--- config.mk ---
export PLATFORM = sky130hd
export DESIGN_NAME = bounded_set_table_flat
export DESIGN_NICKNAME = d
export VERILOG_FILES = /design/src/rtl/bst_pkg.sv /design/src/rtl/bst_cmd_if.sv /design/src/rtl/bst_rsp_if.sv /design/src/rtl/bounded_set_table.sv /design/src/flat_wrapper.sv
export SDC_FILE = /design/constraint.sdc
export NUM_CORES = 2
export LEC_CHECK = 0
export BUFFER_PORTS_ARGS = -buffer_cell sky130_fd_sc_hd__buf_2
export CORE_AREA = 8 8 521 523
export DETAILED_ROUTE_END_ITERATION = 8
export DIE_AREA = 0 0 529 531
export GPL_TIMING_DRIVEN = 0
export PLACE_DENSITY = 0.59
export SYNTH_ARGS = -nofsm -noshare
export SYNTH_HDL_FRONTEND = slang
export SYNTH_SLANG_ARGS = --single-unit
--- constraint.sdc ---
create_clock -name clk -period 6.52 [get_ports clk]
set_clock_uncertainty 0.05 [all_clocks]
set_input_delay 1.304 -clock clk [delete_from_list [all_inputs] [get_ports clk]]
set_output_delay 1.304 -clock clk [all_outputs]
set_load 0.02 [all_outputs]
--- src/rtl/bst_pkg.sv ---
// Package for the bounded set table: field widths, command and status codes,
// sequencer states and default sizing. No dependencies.

package bst_pkg;

    localparam int DEFAULT_MAX_ELEMENTS = 64;

    localparam int VALUE_W  = 32;
    localparam int CMD_W    = 2;
    localparam int STATUS_W = 2;
    localparam int COUNT_W  = 7;
    localparam int CAP_W    = 7;

    localparam logic [CAP_W-1:0] CAP_RESET = 7'd64;

    typedef enum logic [CMD_W-1:0] {
        CMD_INSERT = 2'd0,
        CMD_REMOVE = 2'd1,
        CMD_LOOKUP = 2'd2
    } cmd_t;

    typedef enum logic [STATUS_W-1:0] {
        STATUS_OK      = 2'd0,
        STATUS_FULL    = 2'd1,
        STATUS_PRESENT = 2'd2,
        STATUS_ABSENT  = 2'd3
    } status_t;

    typedef enum logic [1:0] {
        ST_IDLE,
        ST_SCAN,
        ST_DONE
    } state_t;

endpackage

--- src/rtl/bst_cmd_if.sv ---
// Command channel of the bounded set table: valid/ready plus command and value.
// Depends on bst_pkg for the field widths.

interface bst_cmd_if;
    logic                                valid;
    logic                                ready;
    logic [bst_pkg::CMD_W-1:0]           command;
    logic signed [bst_pkg::VALUE_W-1:0]  value;

    modport source (output valid, command, value, input ready);
    modport sink   (input valid, command, value, output ready);
endinterface

--- src/rtl/bst_rsp_if.sv ---
// Result channel of the bounded set table: valid/ready plus one result item.
// Depends on bst_pkg for the field widths.

interface bst_rsp_if;
    logic                                valid;
    logic                                ready;
    logic [bst_pkg::STATUS_W-1:0]        status;
    logic                                was_present;
    logic [bst_pkg::COUNT_W-1:0]         count;
    logic                                is_empty;
    logic                                extremes_valid;
    logic signed [bst_pkg::VALUE_W-1:0]  minimum;
    logic signed [bst_pkg::VALUE_W-1:0]  maximum;

    modport source (output valid, status, was_present, count, is_empty, extremes_valid,
                    minimum, maximum, input ready);
    modport sink   (input valid, status, was_present, count, is_empty, extremes_valid,
                    minimum, maximum, output ready);
endinterface

--- src/rtl/bounded_set_table.sv ---
// Bounded set table: distinct signed values in an unsorted store with one write and one read port.
// Depends on bst_pkg, bst_cmd_if and bst_rsp_if.
//
//   channel   dir   handshake        payload
//   cmd       in    valid/ready      command, value
//   rsp       out   valid/ready      status, was_present, count, is_empty,
//                                    extremes_valid, minimum, maximum
//   cfg       in    cfg_wr_en        cfg_wr_data (capacity)
//
// A command goes from its transfer through the scan and a final step to its result,
// and the next command can transfer in the same cycle that the result appears.
// The store is scanned one entry per cycle through its single registered read
// port, which finds the match, the last entry and the extremes in the same pass.
// The store needs no clearing after reset: only entries below the count are read.
// A finished result waits in the output register while the next command is taken;
// the sequencer holds in its final step only if that register is still occupied.

module bounded_set_table #(
    parameter int MAX_ELEMENTS = bst_pkg::DEFAULT_MAX_ELEMENTS
) (
    input  logic                       clk,
    input  logic                       rst_n,
    bst_cmd_if.sink                    cmd,
    bst_rsp_if.source                  rsp,
    input  logic                       cfg_wr_en,
    input  logic [bst_pkg::CAP_W-1:0]  cfg_wr_data
);

    localparam int AW   = (MAX_ELEMENTS > 1) ? $clog2(MAX_ELEMENTS) : 1;
    localparam int CW   = $clog2(MAX_ELEMENTS + 1);
    localparam int CMPW = (CW > bst_pkg::CAP_W) ? CW : bst_pkg::CAP_W;
    localparam logic [CW-1:0] MAX_CNT = CW'(MAX_ELEMENTS);

    typedef logic signed [bst_pkg::VALUE_W-1:0] val_t;

    // store
    val_t              mem [MAX_ELEMENTS];
    logic              mem_we;
    logic [AW-1:0]     mem_waddr;
    val_t              mem_wdata;
    logic              rd_en;
    val_t              rd_data_reg;

    // control and scan state
    bst_pkg::state_t   state_reg, state_next;
    logic [bst_pkg::CAP_W-1:0] cap_reg;
    logic [CW-1:0]     cnt_reg, cnt_next;
    logic [CW-1:0]     issue_reg, issue_next;
    logic              rd_vld_reg, rd_vld_next;
    logic [AW-1:0]     rd_idx_reg, rd_idx_next;
    logic [bst_pkg::CMD_W-1:0] cmd_reg, cmd_next;
    val_t              val_reg, val_next;
    logic              found_reg, found_next;
    logic [AW-1:0]     hit_reg, hit_next;
    val_t              last_reg, last_next;
    logic              exv_reg, exv_next;
    val_t              mn_reg, mn_next;
    val_t              mx_reg, mx_next;

    // output register
    logic              out_valid_reg, out_valid_next;
    bst_pkg::status_t  out_status_reg, out_status_next;
    logic              out_present_reg, out_present_next;
    logic [bst_pkg::COUNT_W-1:0] out_count_reg, out_count_next;
    logic              out_xv_reg, out_xv_next;
    val_t              out_min_reg, out_min_next;
    val_t              out_max_reg, out_max_next;

    // finalize helpers
    logic              full;
    logic              incl;
    logic [CMPW-1:0]   cnt_ext;

    assign cmd.ready = (state_reg == bst_pkg::ST_IDLE);

    assign rsp.valid          = out_valid_reg;
    assign rsp.status         = out_status_reg;
    assign rsp.was_present    = out_present_reg;
    assign rsp.count          = out_count_reg;
    assign rsp.is_empty       = ~out_xv_reg;
    assign rsp.extremes_valid = out_xv_reg;
    assign rsp.minimum        = out_min_reg;
    assign rsp.maximum        = out_max_reg;

    always_ff @(posedge clk)
    begin
        if (mem_we)
        begin
            mem[mem_waddr] <= mem_wdata;
        end
        if (rd_en)
        begin
            rd_data_reg <= mem[issue_reg[AW-1:0]];
        end
    end

    always_ff @(posedge clk or negedge rst_n)
    begin
        if (!rst_n)
        begin
            state_reg     <= bst_pkg::ST_IDLE;
            cap_reg       <= bst_pkg::CAP_RESET;
            cnt_reg       <= '0;
            issue_reg     <= '0;
            rd_vld_reg    <= 1'b0;
            out_valid_reg <= 1'b0;
        end
        else
        begin
            state_reg     <= state_next;
            cnt_reg       <= cnt_next;
            issue_reg     <= issue_next;
            rd_vld_reg    <= rd_vld_next;
            out_valid_reg <= out_valid_next;
            if (cfg_wr_en)
            begin
                cap_reg <= cfg_wr_data;
            end
        end
    end

    always_ff @(posedge clk)
    begin
        rd_idx_reg      <= rd_idx_next;
        cmd_reg         <= cmd_next;
        val_reg         <= val_next;
        found_reg       <= found_next;
        hit_reg         <= hit_next;
        last_reg        <= last_next;
        exv_reg         <= exv_next;
        mn_reg          <= mn_next;
        mx_reg          <= mx_next;
        out_status_reg  <= out_status_next;
        out_present_reg <= out_present_next;
        out_count_reg   <= out_count_next;
        out_xv_reg      <= out_xv_next;
        out_min_reg     <= out_min_next;
        out_max_reg     <= out_max_next;
    end

    always_comb
    begin
        state_next       = state_reg;
        cnt_next         = cnt_reg;
        issue_next       = issue_reg;
        rd_vld_next      = 1'b0;
        rd_idx_next      = issue_reg[AW-1:0];
        cmd_next         = cmd_reg;
        val_next         = val_reg;
        found_next       = found_reg;
        hit_next         = hit_reg;
        last_next        = last_reg;
        exv_next         = exv_reg;
        mn_next          = mn_reg;
        mx_next          = mx_reg;
        out_valid_next   = out_valid_reg & ~rsp.ready;
        out_status_next  = out_status_reg;
        out_present_next = out_present_reg;
        out_count_next   = out_count_reg;
        out_xv_next      = out_xv_reg;
        out_min_next     = out_min_reg;
        out_max_next     = out_max_reg;
        mem_we           = 1'b0;
        mem_waddr        = cnt_reg[AW-1:0];
        mem_wdata        = val_reg;
        rd_en            = 1'b0;
        cnt_ext          = CMPW'(cnt_reg);
        full             = (cnt_reg >= MAX_CNT) || (cnt_ext >= CMPW'(cap_reg));
        incl             = 1'b0;

        unique case (state_reg)
            bst_pkg::ST_IDLE:
            begin
                if (cmd.valid)
                begin
                    cmd_next   = cmd.command;
                    val_next   = cmd.value;
                    issue_next = '0;
                    found_next = 1'b0;
                    exv_next   = 1'b0;
                    state_next = bst_pkg::ST_SCAN;
                end
            end

            bst_pkg::ST_SCAN:
            begin
                rd_en = (issue_reg < cnt_reg);
                if (rd_en)
                begin
                    issue_next  = CW'(issue_reg + 1'b1);
                    rd_vld_next = 1'b1;
                end
                if (rd_vld_reg)
                begin
                    // the final read is the last entry, kept for a remove
                    last_next = rd_data_reg;
                    if (rd_data_reg == val_reg)
                    begin
                        found_next = 1'b1;
                        hit_next   = rd_idx_reg;
                    end
                    else
                    begin
                        // extremes over every entry except the matching one
                        if (!exv_reg || (rd_data_reg < mn_reg))
                        begin
                            mn_next = rd_data_reg;
                        end
                        if (!exv_reg || (rd_data_reg > mx_reg))
                        begin
                            mx_next = rd_data_reg;
                        end
                        exv_next = 1'b1;
                    end
                end
                if (!rd_en && !rd_vld_reg)
                begin
                    state_next = bst_pkg::ST_DONE;
                end
            end

            bst_pkg::ST_DONE:
            begin
                // hold until the output register is free
                if (!out_valid_reg || rsp.ready)
                begin
                    out_present_next = found_reg;
                    priority if (cmd_reg == bst_pkg::CMD_INSERT)
                    begin
                        if (full)
                        begin
                            out_status_next = bst_pkg::STATUS_FULL;
                            incl            = found_reg;
                        end
                        else if (found_reg)
                        begin
                            out_status_next = bst_pkg::STATUS_PRESENT;
                            incl            = 1'b1;
                        end
                        else
                        begin
                            out_status_next = bst_pkg::STATUS_OK;
                            incl            = 1'b1;
                            mem_we          = 1'b1;
                            mem_waddr       = cnt_reg[AW-1:0];
                            mem_wdata       = val_reg;
                            cnt_next        = CW'(cnt_reg + 1'b1);
                        end
                    end
                    else if (cmd_reg == bst_pkg::CMD_REMOVE)
                    begin
                        if (found_reg)
                        begin
                            out_status_next = bst_pkg::STATUS_OK;
                            incl            = 1'b0;
                            mem_we          = 1'b1;
                            mem_waddr       = hit_reg;
                            mem_wdata       = last_reg;
                            cnt_next        = CW'(cnt_reg - 1'b1);
                        end
                        else
                        begin
                            out_status_next = bst_pkg::STATUS_ABSENT;
                        end
                    end
                    else
                    begin
                        out_status_next = found_reg ? bst_pkg::STATUS_OK
                                                    : bst_pkg::STATUS_ABSENT;
                        incl            = found_reg;
                    end

                    out_xv_next = exv_reg | incl;
                    priority if (exv_reg)
                    begin
                        out_min_next = (incl && (val_reg < mn_reg)) ? val_reg : mn_reg;
                        out_max_next = (incl && (val_reg > mx_reg)) ? val_reg : mx_reg;
                    end
                    else if (incl)
                    begin
                        out_min_next = val_reg;
                        out_max_next = val_reg;
                    end
                    else
                    begin
                        out_min_next = '0;
                        out_max_next = '0;
                    end
                    out_count_next = bst_pkg::COUNT_W'(CMPW'(cnt_next));
                    out_valid_next = 1'b1;
                    state_next     = bst_pkg::ST_IDLE;
                end
            end

            default:
            begin
                state_next = bst_pkg::ST_IDLE;
            end
        endcase
    end

endmodule

--- src/flat_wrapper.sv ---
// flat-port wrapper written by rule: the top's interface ports become plain ports
module bounded_set_table_flat 
#(
    parameter int MAX_ELEMENTS = bst_pkg::DEFAULT_MAX_ELEMENTS
)
  (clk, rst_n, cfg_wr_en, cfg_wr_data, cmd_valid, cmd_command, cmd_value, cmd_ready, rsp_valid, rsp_status, rsp_was_present, rsp_count, rsp_is_empty, rsp_extremes_valid, rsp_minimum, rsp_maximum, rsp_ready);
  bst_cmd_if cmd_i ();
  bst_rsp_if rsp_i ();
  input  logic clk;
  input  logic rst_n;
  input  logic cfg_wr_en;
  input  logic [bst_pkg::CAP_W-1:0] cfg_wr_data;
  input wire logic [$bits(cmd_i.valid)-1:0] cmd_valid;
  input wire logic [$bits(cmd_i.command)-1:0] cmd_command;
  input wire logic [$bits(cmd_i.value)-1:0] cmd_value;
  output wire logic [$bits(cmd_i.ready)-1:0] cmd_ready;
  output wire logic [$bits(rsp_i.valid)-1:0] rsp_valid;
  output wire logic [$bits(rsp_i.status)-1:0] rsp_status;
  output wire logic [$bits(rsp_i.was_present)-1:0] rsp_was_present;
  output wire logic [$bits(rsp_i.count)-1:0] rsp_count;
  output wire logic [$bits(rsp_i.is_empty)-1:0] rsp_is_empty;
  output wire logic [$bits(rsp_i.extremes_valid)-1:0] rsp_extremes_valid;
  output wire logic [$bits(rsp_i.minimum)-1:0] rsp_minimum;
  output wire logic [$bits(rsp_i.maximum)-1:0] rsp_maximum;
  input wire logic [$bits(rsp_i.ready)-1:0] rsp_ready;
  assign cmd_i.valid = cmd_valid;
  assign cmd_i.command = cmd_command;
  assign cmd_i.value = cmd_value;
  assign cmd_ready = cmd_i.ready;
  assign rsp_valid = rsp_i.valid;
  assign rsp_status = rsp_i.status;
  assign rsp_was_present = rsp_i.was_present;
  assign rsp_count = rsp_i.count;
  assign rsp_is_empty = rsp_i.is_empty;
  assign rsp_extremes_valid = rsp_i.extremes_valid;
  assign rsp_minimum = rsp_i.minimum;
  assign rsp_maximum = rsp_i.maximum;
  assign rsp_i.ready = rsp_ready;
  bounded_set_table #(.MAX_ELEMENTS(MAX_ELEMENTS)) u_core (.clk(clk), .rst_n(rst_n), .cmd(cmd_i), .rsp(rsp_i), .cfg_wr_en(cfg_wr_en), .cfg_wr_data(cfg_wr_data));
endmodule
# Word-level counts from Yosys, hierarchy flattened

Memory sizes are Yosys's and may differ from the RTL's. A register that Yosys moved wholly into a read port is not among the register bits.
Cells that the tools add are included.

Flip-flop bits (word level): 244
Memory bits (writable): 2048
Input port bits: 46
Output and inout bits: 78
Logic and storage cells: 129
Memories kept: 1

Memories:

| memory     | depth | width | read ports | clocked after memory_dff | write ports | line                    | RTL |
|---|---|---|---|---|---|---|---|
| u_core.mem | 64    | 32    | 1          | 1                        | 1           | bounded_set_table.sv:37 | `val_t mem [MAX_ELEMENTS];` |

Add/sub/neg operators: 3
Magnitude comparators: 7
Eq/ne operators: 11
Muxes and demuxes: 57
Bitwise gates (word level): 5
Reductions and logical operators: 24

Operator list:

| operator                                          | number |
|---|---|
| two-way mux 32 bit                                | 10 |
| greater-than comparator 32 bit                    | 2 |
| < comparator 32 bit                               | 2 |
| two-way mux 7 bit                                 | 7 |
| == test 32 bit                                    | 1 |
| two-way mux 6 bit                                 | 5 |
| two-way mux 1 bit                                 | 24 |
| AND reduction 4 bit                               | 4 |
| adder 7 x 1 -> 7 bit (second input constant)      | 2 |
| two-way mux 2 bit                                 | 7 |
| one-hot mux 7 bit (2 select lines)                | 1 |
| != test 2 x 1 -> 1 bit (second input constant)    | 5 |
| AND reduction 3 bit                               | 3 |
| >= comparator 7 bit                               | 1 |
| >= comparator 7 bit (second input constant)       | 1 |
| < comparator 7 bit                                | 1 |
| subtractor 7 x 1 -> 7 bit (second input constant) | 1 |
| one-hot mux 2 bit (3 select lines)                | 1 |
| AND reduction 2 bit                               | 3 |
| == test 2 x 1 -> 1 bit (second input constant)    | 2 |
| logical NOT 1 bit                                 | 4 |
| logical NOT 2 bit                                 | 2 |
| logical OR 1 bit                                  | 4 |
| != test 2 bit (second input constant)             | 2 |
| 7 further kinds                                   | 12 |

# Logic depth before layout (Yosys ltp)

Word-level depth: 9
Gate-level depth with buffers: 10
Mapped depth without buffers: 9

# Worst setup path after synthesis

No wires, ideal clock.

Path type: input to register
Start: input port rsp_ready
End: memory u_core.mem[0][0] (netlist name) (data pin)
Library setup time: 0.702 ns
Arrival time: 4.515 ns
Data required time: 5.768 ns
Slack: 1.253 ns
Cell stages on the path: 5
Buffers on the path: 2
Cells stage by stage: nor2b_1 > nor3_1 > clkbuf_1 > buf_2 > o21ai_0

Cells in the longest elaborated chain, start to end: 3

Ends and longest elaborated chain:

| what                          | line                     | RTL |
|---|---|---|
| start, declared               | flat_wrapper.sv:25       | `input wire logic [$bits(rsp_i.ready)-1:0] rsp_ready;` |
| logical OR 1 bit              | bounded_set_table.sv:225 | `if (!out_valid_reg \|\| rsp.ready)` |
| two-way mux 32 bit            | bounded_set_table.sv:225 |  |
| two-way mux 32 bit            | bounded_set_table.sv:171 | `unique case (state_reg)` |
| named net u_core.mem_wdata[0] | bounded_set_table.sv:40  | `val_t mem_wdata;` |
| end, declared                 | bounded_set_table.sv:37  |  |

The timed path passes the listed nets, and every way through them passes these cells.

# Worst setup path after layout

Start: register u_core.cnt_reg[0], in the netlist u_core.cnt_ext[0]
End: memory u_core.mem[55][11] (netlist name) (enable)

Cells in the longest elaborated chain, start to end: 8
Elaborated cells on any way between the ends: 14
Classes of those cells: 2 x order compare; 11 x mux; 1 x reduce/logical

Ends and longest elaborated chain:

| what                                    | line                     | RTL |
|---|---|---|
| start, declared                         | bounded_set_table.sv:47  | `logic [CW-1:0] cnt_reg, cnt_next;` |
| start signal, assigned                  | bounded_set_table.sv:111 | `cnt_reg <= cnt_next;` |
| >= comparator 7 bit                     | bounded_set_table.sv:168 | `full = (cnt_reg >= MAX_CNT) \|\| (cnt_ext >= CMPW'(cap_reg));` |
| logical OR 1 bit                        | bounded_set_table.sv:168 |  |
| two-way mux 1 bit                       | bounded_set_table.sv:230 | `if (full)` |
| two-way mux 1 bit                       | bounded_set_table.sv:228 | `priority if (cmd_reg == bst_pkg::CMD_INSERT)` |
| two-way mux 1 bit                       | bounded_set_table.sv:225 |  |
| two-way mux 1 bit                       | bounded_set_table.sv:171 |  |
| two-way mux 1 bit                       | bounded_set_table.sv:87  | `if (mem_we)` |
| two-way mux 1 bit (not written as such) | bounded_set_table.sv:89  | `mem[mem_waddr] <= mem_wdata;` |

Parallel ways exist; a longest one is shown, timed or not.

==> flow_summary.json <==
{
  "synthTopCellsByArea": "edfxtp_1 (75%), mux4_2 (17%), ha_1 (2.0%)",
  "synth.distinct_cells": 59,
  "antenna_left": 0,
  "syn2layout_area_growth_pct": 16.3,
  "syn_nets": 4231,
  "worstPathCellList": "inv_1 > ha_1 > nand2b_1 > a211oi_1 > o21ai_1 > a2111o_1 > a21oi_2 > nand3_1 > nor2_4 > buf_16",
  "start_kind": "register",
  "clkTransAtPathRegs_ps": 70,
  "p_leak_nw": 33.5,
  "synth-async-reset-ratio_pct": 1.08,
  "crit_fanout": 17,
  "initial_utilization_pct": 34.7,
  "antenna_found_initial": 34,
  "synth.area.mux_share_pct": 16.7,
  "r2r-start": "u_core.cnt_ext[0]$_DFFE_PN0P_",
  "ctsResizeCount": 0,
  "grt_usage_pct": 17.3,
  "yosysMostFrequentCell": "edfxtp_1",
  "crit_family": "simple AND/OR/NAND/NOR gates",
  "final_hold_viol_count": 0,
  "clk_path_buf_depth": 3,
  "critPathRequiredTime_ps": 7020,
  "reg2reg_depth": 10,
  "post-route-util_pct": 40.4,
  "fin_crit_ps": 5560,
  "postCtsSetupRepairBufs": 0,
  "setup_violations": 0,
  "drtIter0Drc": 5678,
  "grt_pass1_wl_mm": 347,
  "grt_max_degree": 75,
  "numCtsBuffers": 226,
  "placed_area_sq_um": 99000,
  "synth_largest_area_cell": "edfxtp_1",
  "total_power_mw": 44.2,
  "fmax_mhz": 180,
  "synth_simple_gate_area_share_pct": 1.63,
  "cp_slowest_cell": "nand3_1",
  "whs_path_depth": 0,
  "synthTopCellsByCount": "edfxtp_1 (2293), mux4_2 (672), ha_1 (143)",
  "cp-startpoint": "u_core.cnt_ext[0]$_DFFE_PN0P_",
  "hp-start": "u_core.issue_reg[2]$_DFFE_PN0P_",
  "wire_per_inst_um": 30.2,
  "worst_pin_slew_ps": 1540,
  "critical_path_buf_inv_count": 2,
  "synth_fa_ha_area_share_pct": 1.96,
  "largest_register_ffs": 2048,
  "grt_pass1_vias": 44800,
  "h-tree-depth": 4,
  "clkLatencyLatePin_ps": 870,
  "synth_compound_area_share_pct": 1.88,
  "core_region_area_sq_um": 263000,
  "synth_area_per_cell_sq_um": 22.6,
  "yosys_most_used_dff": "edfxtp_1",
  "synth_top_family_by_area": "multiplexers",
  "clock-sinks": 2324,
  "overflow": 0,
  "cpPeakStageDelay_ps": 1200,
  "arrival_ps": 6060,
  "largest-register": "u_core.mem",
  "die_h_um": 531,
  "vias_per_cell": 5.39,
  "drcViolationCount": 0,
  "dp_hpwl_mm": 168,
  "yosysSeqAreaShare_pct": 76.1,
  "wirelength_mm": 248,
  "yosys.area.top_type_share_pct": 75.3,
  "whs_ps": 354,
  "final_area_sq_um": 106000,
  "firstDrtPassIters": 6,
  "syn_area_sq_um": 91500,
  "syn_inst": 4042,
  "rsz0062_at_grt": "no",
  "portBuffers": 123,
  "min_period_over_period_pct": 85.2,
  "r2r_slack_ps": 960,
  "ir_worst_vdd_uv": 342,
  "ctsHoldBuffers": 0,
  "maxCapViolCount": 3,
  "yosys_warnings": 0,
  "drive_above_1_share_pct": 29.2,
  "min_path_type": "reg -> reg",
  "cp-end-kind": "register",
  "cts_tree": "built",
  "finalMaxSlewViolations": 10,
  "fp.dieW_um": 529,
  "die_area_sq_um": 281000,
  "r2r-end": "u_core.mem[55][11]$_DFFE_PP_",
  "min_to": "u_core.rd_idx_reg[2]$_DFF_P_",
  "failed_checks": "max-capacitance violations, max-slew violations",
  "synth_seq_cells": 2324,
  "synth_xor_area_share_pct": 0.421,
  "final_nets": 4668,
  "io_pins": 124,
  "rows": 189,
  "status": "complete, but fails checks",
  "p_per_area_nw_per_um2": 415,
  "gp_congestion": 0.835,
  "synth_edf_count": 2293,
  "routed-via-count": 44300,
  "slew-limit-headroom_pct": -2.72,
  "cts.root.buffer_cell": "clkbuf_16",
  "critical_path_class": "reg -> reg"
}
stage by stage:
step,setup WS [ps],TNS (ps),instances
2_1_floorplan,1250,0,4042
3_3_place_gp,-1660,-1892900,7698
3_5_place_dp,493,0,7784
4_1_cts,990,0,8206
5_1_grt,905,0,8207
6_report,963,0,8213
cells by family after synthesis:
logic type,Yosys count
xor+xnor,44
fa+ha+maj,143
simple gates,330
flops,2324
buf+inv,273
mux,688
compound gates,240
per-layer routing:
metal / up-vias / wire, um / GRT usage (%)
li1: 18100 / - / -
met1: 24000 / 103000 / 23.7
met2: 1808 / 118000 / 27.9
met3: 349 / 18500 / 3.20
met4: 2 / 8840 / 5.97
met5: - / 14 / 0
worst max path at each step:
stage / end / slack, ps / cells past startpoint
6_report: u_core.mem[55][11]$_DFFE_PP_ / 960 / 10
5_1_grt: u_core.mem[18][13]$_DFFE_PP_ / 900 / 10
4_1_cts: u_core.mem[53][6]$_DFFE_PP_ / 990 / 10
3_5_place_dp: u_core.mem[18][13]$_DFFE_PP_ / 490 / 8
3_3_place_gp: u_core.mem[22][0]$_DFFE_PP_ / -1660 / 6
2_1_floorplan: u_core.mem[0][0]$_DFFE_PP_ / 1250 / 5
final cells by class:
type	count	area, sq um
antenna	7	17.5
buffer	180	811
clock buffer	278	5930
clock inverter	144	1370
fill	23000	157000
inverter	93	352
multi-input combinational	1445	21400
sequential	2324	69600
tap	3533	4420
timing repair buffer	209	2500
power by group:
part / switching, mW / leakage [nW] / total [mW] / internal, mW
registers: 0.579 / 21.1 / 17.7 / 17.2
logic: 7.81 / 8.84 / 13.4 / 5.64
clock network: 5.59 / 3.54 / 13.0 / 7.39
total: 14.0 / 33.5 / 44.2 / 30.2
worst reg2reg max path, cell delays in order (launching register included):
cell      delay (ps)
dfrtp_1          480
inv_1            220
ha_1             340
nand2b_1         140
a211oi_1         250
o21ai_1          210
a2111o_1         500
a21oi_2          460
nand3_1         1200
nor2_4          1120
buf_16           250
placed cells by master (no fill, tap or decap), types with 26 or more instances in the layout:
cell,count
edfxtp_1,2293
mux4_2,672
clkbuf_16,229
buf_2,161
clkbuf_1,153
ha_1,143
nand2_1,102
inv_1,89
clkinv_1,66
nor2_4,64
a21oi_1,59
buf_12,48
xnor2_1,44
clkinv_2,33
a32o_1,32
a22o_1,32
nor2_1,31
buf_16,31
o21ai_0,27
nand4_1,26
Power figures use the tool's default switching activity.
